==> config.mk <==
export PLATFORM = sky130hd
export DESIGN_NAME = telemetry_message_framer
export DESIGN_NICKNAME = d
export VERILOG_FILES = /design/src/rtl/core/tmf_pkg.sv /design/src/rtl/core/tmf_div.sv /design/src/rtl/core/tmf_front.sv /design/src/rtl/core/tmf_back.sv /design/src/rtl/core/telemetry_message_framer.sv
export SDC_FILE = /design/constraint.sdc
export NUM_CORES = 2
export LEC_CHECK = 0
export BUFFER_PORTS_ARGS = -buffer_cell sky130_fd_sc_hd__buf_2
export CAP_MARGIN = 10
export CORE_UTILIZATION = 50
export CTS_CLUSTER_SIZE = 8
export DETAILED_ROUTE_END_ITERATION = 10
export PLACE_DENSITY_LB_ADDON = 0.12
export REMOVE_ABC_BUFFERS = 1
export SYNTH_ARGS = -nofsm -noshare
export SYNTH_HDL_FRONTEND = slang
export SYNTH_HIERARCHICAL = 1
export SYNTH_SLANG_ARGS = --single-unit
==> constraint.sdc <==
create_clock -name clk -period 22.7 [get_ports clk]
set_input_delay 1.135 -clock clk [delete_from_list [all_inputs] [get_ports clk]]
set_output_delay 1.135 -clock clk [all_outputs]
set_load 0.03 [all_outputs]
==> src/rtl/core/tmf_pkg.sv <==
// shared types, codes and constants of the telemetry message framer
// no dependencies; imported by every module of the block
package tmf_pkg;

  localparam int ID_W       = 8;
  localparam int SCALE_W    = 24;
  localparam int CFG_IDX_W  = 4;
  localparam int CFG_DATA_W = 24;
  localparam int V1_W       = 33;
  localparam int V_W        = 32;

  // message body: id byte plus up to twelve value bytes
  localparam int BODY_BYTES = 13;
  localparam int LEN_W      = $clog2(BODY_BYTES + 1);

  // rpm period numerator is period_scale * 60, below 2^30
  localparam logic [5:0] PERIOD_MULT = 6'd60;
  localparam int NUM_W      = SCALE_W + 6;
  localparam int DIV_STEPS  = NUM_W;
  localparam int DIV_CNT_W  = $clog2(DIV_STEPS);

  // unsigned divide by ten of a 32-bit word: (v * RECIP_10) >> 35 is exact
  localparam logic [31:0] RECIP_10 = 32'hCCCCCCCD;
  localparam int RECIP_10_SHIFT   = 35;

  // brake scale 500 / max bar with max bar 200 reduces to 5 / 2
  localparam logic [2:0] BRAKE_MUL = 3'd5;

  localparam logic [7:0] STEER_TAG = 8'h03;
  localparam logic [SCALE_W-1:0] SCALE_RESET = SCALE_W'(1);

  localparam int QDEPTH  = 2;
  localparam int QPTR_W  = $clog2(QDEPTH);
  localparam int QCNT_W  = $clog2(QDEPTH + 1);

  typedef enum logic [2:0] {
    CMD_TIME,
    CMD_SPEED,
    CMD_RPM,
    CMD_POSITION,
    CMD_THROTTLE,
    CMD_STEERING,
    CMD_ACCEL,
    CMD_BRAKE
  } cmd_t;

  typedef enum logic [CFG_IDX_W-1:0] {
    CFG_TIMESTAMP_ID,
    CFG_SPEED_ID,
    CFG_RPM_ID,
    CFG_POSITION_ID,
    CFG_THROTTLE_ID,
    CFG_STEERING_ID,
    CFG_ACCEL_ID,
    CFG_PERIOD_SCALE
  } cfg_idx_t;

  typedef struct packed {
    logic [BODY_BYTES-1:0][7:0] body;
    logic [LEN_W-1:0]           len;
  } msg_t;

  typedef struct packed {
    logic valid;
    msg_t msg;
  } push_t;

  // sign-flag q7.8: flag set only for positive values, magnitude bits follow
  function automatic logic [15:0] q78(input logic [31:0] raw);
    logic        pos;
    logic [14:0] mag;
    pos = !raw[31] && (raw != '0);
    mag = raw[31] ? (15'd0 - raw[14:0]) : raw[14:0];
    return {pos, mag[14:8], mag[7:0]};
  endfunction

endpackage

==> src/rtl/core/tmf_div.sv <==
// restoring divider for the rpm period, one quotient bit per cycle
// depends on tmf_pkg
module tmf_div
  import tmf_pkg::*;
(
  input  logic             clk,
  input  logic             rst_n,
  input  logic             start,
  input  logic [NUM_W-1:0] num,
  input  logic [V_W-1:0]   den,
  output logic             done,
  output logic [NUM_W-1:0] quot
);

  logic [NUM_W-1:0]     quo_r, quo_nxt;
  logic [V_W-1:0]       rem_r, rem_nxt;
  logic [V_W-1:0]       den_r;
  logic [DIV_CNT_W-1:0] cnt_r, cnt_nxt;
  logic                 busy_r, busy_nxt;
  logic                 done_r, done_nxt;
  logic [V_W:0]         trial;
  logic [V_W:0]         diff;
  logic                 ge;

  assign trial = {rem_r, quo_r[NUM_W-1]};
  assign ge    = trial >= {1'b0, den_r};
  assign diff  = trial - {1'b0, den_r};

  always_comb begin
    quo_nxt  = quo_r;
    rem_nxt  = rem_r;
    cnt_nxt  = cnt_r;
    busy_nxt = busy_r;
    done_nxt = done_r;
    if (start) begin
      quo_nxt  = num;
      rem_nxt  = '0;
      cnt_nxt  = '0;
      busy_nxt = 1'b1;
      done_nxt = 1'b0;
    end else if (busy_r) begin
      // remainder stays below the divisor, so it fits the low word
      rem_nxt = ge ? diff[V_W-1:0] : trial[V_W-1:0];
      quo_nxt = {quo_r[NUM_W-2:0], ge};
      cnt_nxt = cnt_r + 1'b1;
      if (cnt_r == DIV_CNT_W'(DIV_STEPS - 1)) begin
        busy_nxt = 1'b0;
        done_nxt = 1'b1;
      end
    end
  end

  always_ff @(posedge clk) begin
    if (!rst_n) begin
      busy_r <= 1'b0;
      done_r <= 1'b0;
      cnt_r  <= '0;
    end else begin
      busy_r <= busy_nxt;
      done_r <= done_nxt;
      cnt_r  <= cnt_nxt;
    end
  end

  always_ff @(posedge clk) begin
    quo_r <= quo_nxt;
    rem_r <= rem_nxt;
    if (start) begin
      den_r <= den;
    end
  end

  assign done = done_r;
  assign quot = quo_r;

`ifndef SYNTHESIS
  a_start_runs: assert property (@(posedge clk) disable iff (!rst_n)
    start |=> busy_r && !done_r)
    else $error("divider did not start");
  a_busy_not_done: assert property (@(posedge clk) disable iff (!rst_n)
    busy_r |-> !done_r)
    else $error("divider busy and done together");
`endif

endmodule

==> src/rtl/core/tmf_front.sv <==
// front end: config registers, item register and message formatting
// depends on tmf_pkg and tmf_div
module tmf_front
  import tmf_pkg::*;
(
  input  logic                  clk,
  input  logic                  rst_n,
  input  logic                  cfg_we,
  input  logic [CFG_IDX_W-1:0]  cfg_index,
  input  logic [CFG_DATA_W-1:0] cfg_data,
  input  logic                  in_valid,
  output logic                  in_ready,
  input  logic [2:0]            in_command,
  input  logic signed [V1_W-1:0] in_first_value,
  input  logic signed [V_W-1:0] in_second_value,
  input  logic signed [V_W-1:0] in_third_value,
  input  logic                  q_full,
  output push_t                 push
);

  logic [6:0][ID_W-1:0] ids_r;
  logic [SCALE_W-1:0]   period_scale_r;

  cmd_t             cmd_r;
  logic [V_W-1:0]   v1_r, v2_r, v3_r;
  logic             item_valid_r, item_valid_nxt;

  logic             accept;
  logic             need_div;
  logic             div_done;
  logic [NUM_W-1:0] div_quot;
  logic [NUM_W-1:0] div_num;
  logic [63:0]      prod_time;
  logic [23:0]      t_time;
  logic [23:0]      t_rpm;
  logic [15:0]      t_throttle;
  logic [15:0]      t_steer;
  logic [17:0]      prod_brake;
  logic [15:0]      q_x, q_y;
  msg_t             msg;

  always_ff @(posedge clk) begin
    if (!rst_n) begin
      ids_r          <= '0;
      period_scale_r <= SCALE_RESET;
    end else if (cfg_we) begin
      unique case (cfg_index)
        CFG_TIMESTAMP_ID: ids_r[CMD_TIME]     <= cfg_data[ID_W-1:0];
        CFG_SPEED_ID:     ids_r[CMD_SPEED]    <= cfg_data[ID_W-1:0];
        CFG_RPM_ID:       ids_r[CMD_RPM]      <= cfg_data[ID_W-1:0];
        CFG_POSITION_ID:  ids_r[CMD_POSITION] <= cfg_data[ID_W-1:0];
        CFG_THROTTLE_ID:  ids_r[CMD_THROTTLE] <= cfg_data[ID_W-1:0];
        CFG_STEERING_ID:  ids_r[CMD_STEERING] <= cfg_data[ID_W-1:0];
        CFG_ACCEL_ID:     ids_r[CMD_ACCEL]    <= cfg_data[ID_W-1:0];
        CFG_PERIOD_SCALE: period_scale_r      <= cfg_data[SCALE_W-1:0];
        default: ;
      endcase
    end
  end

  assign need_div   = (cmd_r == CMD_RPM) && (v1_r != '0);
  assign push.valid = item_valid_r && (!need_div || div_done) && !q_full;
  assign in_ready   = !item_valid_r || push.valid;
  assign accept     = in_valid && in_ready;

  always_comb begin
    item_valid_nxt = item_valid_r;
    if (accept) begin
      item_valid_nxt = 1'b1;
    end else if (push.valid) begin
      item_valid_nxt = 1'b0;
    end
  end

  always_ff @(posedge clk) begin
    if (!rst_n) begin
      item_valid_r <= 1'b0;
    end else begin
      item_valid_r <= item_valid_nxt;
    end
  end

  always_ff @(posedge clk) begin
    if (accept) begin
      cmd_r <= cmd_t'(in_command);
      v1_r  <= in_first_value[V_W-1:0];
      v2_r  <= in_second_value;
      v3_r  <= in_third_value;
    end
  end

  assign div_num = NUM_W'(period_scale_r * PERIOD_MULT);

  tmf_div u_div (
    .clk   (clk),
    .rst_n (rst_n),
    .start (accept && (in_command == CMD_RPM)),
    .num   (div_num),
    .den   (in_first_value[V_W-1:0]),
    .done  (div_done),
    .quot  (div_quot)
  );

  assign prod_time  = v1_r * RECIP_10;
  assign t_time     = prod_time[RECIP_10_SHIFT +: 24];
  // zero rpm sends a zero period
  assign t_rpm      = (v1_r == '0) ? 24'd0 : div_quot[23:0];
  assign t_throttle = 16'(v1_r[15:0] * 6'd50);
  assign t_steer    = 16'(v1_r[15:0] * 4'd10);
  assign prod_brake = 18'(v1_r[16:0] * BRAKE_MUL);
  assign q_x        = q78(v1_r);
  assign q_y        = q78(v2_r);

  always_comb begin
    msg = '0;
    unique case (cmd_r)
      CMD_TIME: begin
        msg.body[0] = ids_r[CMD_TIME];
        msg.body[1] = t_time[23:16];
        msg.body[2] = t_time[15:8];
        msg.body[3] = t_time[7:0];
        msg.len     = LEN_W'(4);
      end
      CMD_SPEED: begin
        msg.body[0] = ids_r[CMD_SPEED];
        msg.body[1] = v1_r[31:24];
        msg.body[2] = v1_r[23:16];
        msg.body[3] = v1_r[15:8];
        msg.body[4] = v1_r[7:0];
        msg.body[5] = 8'h00;
        msg.body[6] = v2_r[23:16];
        msg.body[7] = v2_r[15:8];
        msg.body[8] = v2_r[7:0];
        msg.len     = LEN_W'(9);
      end
      CMD_RPM: begin
        msg.body[0] = ids_r[CMD_RPM];
        msg.body[1] = t_rpm[23:16];
        msg.body[2] = t_rpm[15:8];
        msg.body[3] = t_rpm[7:0];
        msg.len     = LEN_W'(4);
      end
      CMD_POSITION: begin
        msg.body[0]  = ids_r[CMD_POSITION];
        msg.body[1]  = v1_r[31:24];
        msg.body[2]  = v1_r[23:16];
        msg.body[3]  = v1_r[15:8];
        msg.body[4]  = v1_r[7:0];
        msg.body[5]  = v2_r[31:24];
        msg.body[6]  = v2_r[23:16];
        msg.body[7]  = v2_r[15:8];
        msg.body[8]  = v2_r[7:0];
        msg.body[9]  = v3_r[31:24];
        msg.body[10] = v3_r[23:16];
        msg.body[11] = v3_r[15:8];
        msg.body[12] = v3_r[7:0];
        msg.len      = LEN_W'(13);
      end
      CMD_THROTTLE: begin
        msg.body[0] = ids_r[CMD_THROTTLE];
        msg.body[1] = t_throttle[15:8];
        msg.body[2] = t_throttle[7:0];
        msg.len     = LEN_W'(3);
      end
      CMD_STEERING: begin
        // low byte goes out before high byte here
        msg.body[0] = ids_r[CMD_STEERING];
        msg.body[1] = STEER_TAG;
        msg.body[2] = t_steer[7:0];
        msg.body[3] = t_steer[15:8];
        msg.len     = LEN_W'(4);
      end
      CMD_ACCEL: begin
        msg.body[0] = ids_r[CMD_ACCEL];
        msg.body[1] = q_x[15:8];
        msg.body[2] = q_x[7:0];
        msg.body[3] = q_y[15:8];
        msg.body[4] = q_y[7:0];
        msg.len     = LEN_W'(5);
      end
      CMD_BRAKE: begin
        // brake shares the throttle id
        msg.body[0] = ids_r[CMD_THROTTLE];
        msg.body[1] = prod_brake[16:9];
        msg.body[2] = prod_brake[8:1];
        msg.len     = LEN_W'(3);
      end
    endcase
  end

  assign push.msg = msg;

`ifndef SYNTHESIS
  a_wait_divider: assert property (@(posedge clk) disable iff (!rst_n)
    item_valid_r && need_div && !div_done |-> !in_ready && !push.valid)
    else $error("rpm item left before its quotient was ready");
`endif

endmodule

==> src/rtl/core/tmf_back.sv <==
// back end: message queue, byte serializer with running checksum, output register
// depends on tmf_pkg
module tmf_back
  import tmf_pkg::*;
(
  input  logic       clk,
  input  logic       rst_n,
  input  push_t      push,
  output logic       q_full,
  output logic       out_valid,
  input  logic       out_ready,
  output logic [7:0] out_byte,
  output logic       out_last_byte
);

  msg_t              q_mem [QDEPTH];
  logic [QPTR_W-1:0] wr_ptr_r, wr_ptr_nxt;
  logic [QPTR_W-1:0] rd_ptr_r, rd_ptr_nxt;
  logic [QCNT_W-1:0] cnt_r, cnt_nxt;
  logic [LEN_W-1:0]  idx_r, idx_nxt;
  logic [7:0]        sum_r, sum_nxt;
  logic              out_valid_r, out_valid_nxt;
  logic [7:0]        out_byte_r;
  logic              out_last_r;

  msg_t              head;
  logic              out_load;
  logic              is_sum;
  logic              pop;
  logic [7:0]        cur_byte;

  assign head     = q_mem[rd_ptr_r];
  assign q_full   = cnt_r == QCNT_W'(QDEPTH);
  assign out_load = (cnt_r != '0) && (!out_valid_r || out_ready);
  assign is_sum   = idx_r == head.len;
  assign cur_byte = is_sum ? sum_r : head.body[idx_r];
  assign pop      = out_load && is_sum;

  always_comb begin
    wr_ptr_nxt = wr_ptr_r;
    rd_ptr_nxt = rd_ptr_r;
    cnt_nxt    = cnt_r;
    idx_nxt    = idx_r;
    sum_nxt    = sum_r;
    if (push.valid) begin
      wr_ptr_nxt = (wr_ptr_r == QPTR_W'(QDEPTH - 1)) ? '0 : wr_ptr_r + 1'b1;
    end
    if (pop) begin
      rd_ptr_nxt = (rd_ptr_r == QPTR_W'(QDEPTH - 1)) ? '0 : rd_ptr_r + 1'b1;
    end
    if (push.valid && !pop) begin
      cnt_nxt = cnt_r + 1'b1;
    end else if (!push.valid && pop) begin
      cnt_nxt = cnt_r - 1'b1;
    end
    if (out_load) begin
      if (is_sum) begin
        idx_nxt = '0;
        sum_nxt = '0;
      end else begin
        idx_nxt = idx_r + 1'b1;
        sum_nxt = sum_r + cur_byte;
      end
    end
    out_valid_nxt = out_load ? 1'b1 : (out_ready ? 1'b0 : out_valid_r);
  end

  always_ff @(posedge clk) begin
    if (!rst_n) begin
      wr_ptr_r    <= '0;
      rd_ptr_r    <= '0;
      cnt_r       <= '0;
      idx_r       <= '0;
      sum_r       <= '0;
      out_valid_r <= 1'b0;
    end else begin
      wr_ptr_r    <= wr_ptr_nxt;
      rd_ptr_r    <= rd_ptr_nxt;
      cnt_r       <= cnt_nxt;
      idx_r       <= idx_nxt;
      sum_r       <= sum_nxt;
      out_valid_r <= out_valid_nxt;
    end
  end

  always_ff @(posedge clk) begin
    if (push.valid) begin
      q_mem[wr_ptr_r] <= push.msg;
    end
    if (out_load) begin
      out_byte_r <= cur_byte;
      out_last_r <= is_sum;
    end
  end

  assign out_valid     = out_valid_r;
  assign out_byte      = out_byte_r;
  assign out_last_byte = out_last_r;

`ifndef SYNTHESIS
  a_queue_bound: assert property (@(posedge clk) disable iff (!rst_n)
    cnt_r <= QCNT_W'(QDEPTH))
    else $error("message queue overfilled");
  a_index_bound: assert property (@(posedge clk) disable iff (!rst_n)
    cnt_r != '0 |-> idx_r <= head.len)
    else $error("byte index ran past message length");
  a_sum_restart: assert property (@(posedge clk) disable iff (!rst_n)
    pop |=> idx_r == '0 && sum_r == '0)
    else $error("serializer did not restart after checksum byte");
`endif

endmodule

==> src/rtl/core/telemetry_message_framer.sv <==
// an accepted item passes the item register, the message queue and the output register
// before its id byte is valid; rpm items with a nonzero reading also wait for the
// bit-serial period divider, and no new item is taken while it runs
// a message with its checksum is 4 to 14 bytes long; a 2-deep queue decouples
// reset: synchronous active-low rst_n clears queue, serializer and handshakes; ids
// reset to 0 and period_scale to 1
module telemetry_message_framer
  import tmf_pkg::*;
(
  input  logic                   clk,
  input  logic                   rst_n,
  input  logic                   cfg_we,
  input  logic [CFG_IDX_W-1:0]   cfg_index,
  input  logic [CFG_DATA_W-1:0]  cfg_data,
  input  logic                   in_valid,
  output logic                   in_ready,
  input  logic [2:0]             in_command,
  input  logic signed [V1_W-1:0] in_first_value,
  input  logic signed [V_W-1:0]  in_second_value,
  input  logic signed [V_W-1:0]  in_third_value,
  output logic                   out_valid,
  input  logic                   out_ready,
  output logic [7:0]             out_byte,
  output logic                   out_last_byte
);

  push_t push;
  logic  q_full;

  tmf_front u_front (
    .clk             (clk),
    .rst_n           (rst_n),
    .cfg_we          (cfg_we),
    .cfg_index       (cfg_index),
    .cfg_data        (cfg_data),
    .in_valid        (in_valid),
    .in_ready        (in_ready),
    .in_command      (in_command),
    .in_first_value  (in_first_value),
    .in_second_value (in_second_value),
    .in_third_value  (in_third_value),
    .q_full          (q_full),
    .push            (push)
  );

  tmf_back u_back (
    .clk           (clk),
    .rst_n         (rst_n),
    .push          (push),
    .q_full        (q_full),
    .out_valid     (out_valid),
    .out_ready     (out_ready),
    .out_byte      (out_byte),
    .out_last_byte (out_last_byte)
  );

endmodule
==> results by group <==
Critical path
  • Critical Path Source Type: flip-flop
  • Timing startpoint of the critical path: u_front/v1_r[11]
  • CP max FO: 11
  • Nature of the critical path endpoint: flip-flop
  • Worst EP arrival: approximately 9.4 ns
  • Kind of critical path: flip-flop to flip-flop
  • R2R Path Start: u_front/v1_r[11]
  • Worst EP required: between 20 and 25 ns

Route
  • Vias: 29.88k
  • DRC violations left: 0
  • Remaining antenna violation count: 0
  • Routed length per instance: ~23 µm
  • TritonRoute pass-1 iters: 7
  • WL final: 123600 µm
  • DRT iter0 DRCs: 2253
  • Vias per cell: about 5.6

Place
  • Port bufs: ~140
  • Gp weighted congestion: approximately 0.97
  • Detailed placement HPWL: between 90000 and 100000 µm

Synthesis
  • FFs w/ async S/R, synth: 0%
  • Yosys top cell area share: 26.28%
  • Most instantiated cells after synthesis: inv_1 (615), ha_1 (452), fa_1 (434)
  • Top cells by area, synth: edfxtp_1 (26%), fa_1 (20%), ha_1 (13%)
  • YS warnings: 6
  • Top_reg_cell synth: edfxtp_1
  • Most numerous cell in the Yosys netlist: inv_1
  • Mapped cell area: between 40000 and 50000 µm²
  • Distinct cells, synth: 95
  • Post-synth EDFFs: a little under 400
  • Average cell area after synthesis: ~11 µm²
  • Syn Inst Count: between 3k and 4k
  • Area leader, netlist: edfxtp_1
  • Post-synthesis sequential area ratio: between 30 and 40%
  • Synth Register Bits: between 500 and 600

Global routing
  • Largest net degree at the start of global routing: 80
  • Global-route wire length before repair: about 190000 µm
  • Vias in the first global route: 30.80k
  • Initial antenna violation count: 3
  • Tot GR Track Use: around 28%
  • Gr ovfl total: 0

Floorplanning
  • Die footprint: 89400 µm²
  • Core Area: 87020 µm²
  • I/O pin cnt: about 140
  • Initial Utilization: 50.68%
  • Die width: ~300 µm
  • Site Rows: 108
  • Die span in y: approximately 300 µm

STA
  • Clock Skews: 0.03149 ns
  • Slew @ Worst Pin: approximately 0.99 ns
  • Fin crit period: roughly 9 ns
  • Tcrit/Tclk final: 39.59%
  • Max-slew headroom: between 30% and 40%
  • Min Hold Slack: 0.4863 ns
  • Setup violators final: 0
  • RSZ-0062 raised after global routing: false
  • Fin. max-slew vios: 0
  • Hold Vio Cnt, Final: 0
  • Max Clk Rate: between 0.1 and 0.15 GHz
  • Setup TNS: 0 ns

Clocking
  • Clock latency on the worst-skew pair: 0.65 ns
  • Quantity of hold-fixing buffers added after cts: 0
  • Maximum clock path buffer count: 3
  • TritonCTS clock tree: done
  • Cts repair resizes: 0
  • Root Driver: clkbuf_16
  • H-tree depth: 3
  • Clock slew seen by the registers of the worst setup and hold paths: 0.06 ns
  • Clk sinks: 524
  • Num CTS Buffers: 76
  • Setup Buffers After CTS: 0

Cells and area
  • Layout cell share with drive strength beyond 1: 9.718%
  • P&R area growth vs syn: 9.359%
  • Nets: around 5.1k

Hold path
  • Hold Startpoint: u_front/u_div/rem_r[10]
  • Worst Hold Class: flip-flop to flip-flop

Run
  • Max Cap Viol: 0

Status
  • Status: finished, final reports clean
placed cells by master (no fill, tap or decap), types with 30 or more instances in the layout:
master | synthesis | final
inv_1 | 615 | 615
ha_1 | 452 | 452
fa_1 | 434 | 434
edfxtp_1 | 386 | 386
nand2_1 | 253 | 253
nor2_1 | 162 | 162
a21oi_1 | 144 | 144
buf_2 | 21 | 142
dfxtp_1 | 138 | 135
xnor2_1 | 111 | 111
o21ai_0 | 107 | 107
xor2_1 | 88 | 88
mux2i_1 | 86 | 86
nor2b_1 | 81 | 79
clkbuf_16 | 0 | 76
a21o_1 | 66 | 66
and3_1 | 63 | 62
mux2_2 | 45 | 45
buf_4 | 6 | 43
mux4_2 | 42 | 42
nand3_1 | 41 | 41
clkbuf_1 | 100 | 39
and2_1 | 40 | 38
nand4_1 | 30 | 30
state kept, by name (all words and copies together), names as in the netlist, 5 cells and up, named ones only:
register,flops
u_back/out_byte,8
u_back/q_mem,216
u_back/sum_r,8
u_front/ids_r,56
u_front/period_scale_r,24
u_front/u_div/cnt_r,5
u_front/u_div/den_r,32
u_front/u_div/quot,30
u_front/u_div/rem_r,32
u_front/v1_r,32
u_front/v2_r,32
u_front/v3_r,32
final timing paths:
kind                                           endpoint  slack, ns  depth (start not counted)
worst max-delay path                u_back/q_mem[0][23]      13.71                         26
worst min-delay path            u_front/u_div/rem_r[11]       0.49                          2
worst max register to register      u_back/q_mem[0][23]      13.71                         26
worst min register to register  u_front/u_div/rem_r[11]       0.49                          2
area by class of cell:
class | count | area (µm²)
Fill cell | 7642 | 38790
Antenna cell | 2 | 5.005
Inverter | 619 | 2323
Tap cell | 1155 | 1445
Clock buffer | 118 | 2090
Sequential cell | 524 | 14360
Timing Repair Buffer | 185 | 1033
Multi-Input combinational cell | 2693 | 26820
Clock inverter | 8 | 156.4
worst max-delay path, stage by stage (launching register included):
cell and delay [ns]:
edfxtp_1 0.85, inv_1 0.30, ha_1 0.64, xor2_1 0.66, xor2_1 0.16, ha_1 0.24
a21oi_1 0.22, fa_1 0.21, inv_1 0.05, fa_1 0.53, inv_1 0.06, fa_1 0.53
inv_1 0.05, fa_1 0.48, inv_1 0.05, fa_1 0.48, inv_1 0.04, ha_1 0.33
and4_1 0.27, nor3b_1 0.15, a31o_2 0.24, a211oi_1 0.43, o21ai_1 0.29, o22a_1 0.47
a22oi_1 0.32, mux2_2 0.37, o211ai_1 0.30
metrics by stage:
step / cells / utilization (%) / worst slack [ns] / instance area (µm²)
floorplan: 3836 / - / 13.76 / 43460
global placement: 5176 / 52.84 / 13.78 / 45980
detailed placement: 5176 / 52.84 / 13.77 / 45980
CTS: 5302 / 55.42 / 13.72 / 48230
global route: 5302 / 55.42 / 13.36 / 48230
finish: 5304 / 55.42 / 13.71 / 48230
cells by family (layout without fill, tap and decap cells):
logic type | Yosys count | in the layout | share of synthesized area, %
other | 1 | 4 | 0.008503
xor gates and xnor gates | 199 | 199 | 3.952
DFF | 524 | 524 | 32.55
buffers and inverters | 764 | 930 | 6.738
AOI/OAI and AO/OA | 661 | 661 | 10.32
adders and majority gates | 886 | 886 | 32.52
and+or+nand+nor | 770 | 770 | 8.548
muxes | 175 | 175 | 5.365
per-layer routing:
layer  share of wire [%]  track usage (%)  routed length (µm)
met5               0.032                0                  40
met4                 4.3            11.84                5304
met3                 6.9            6.056                8524
met2                  46            44.76               57300
met1                  42            37.64               52470
Power is left out: the tool's default activity adds up to more than one toggle a clock period on the data nets, which glitch-free logic cannot reach.
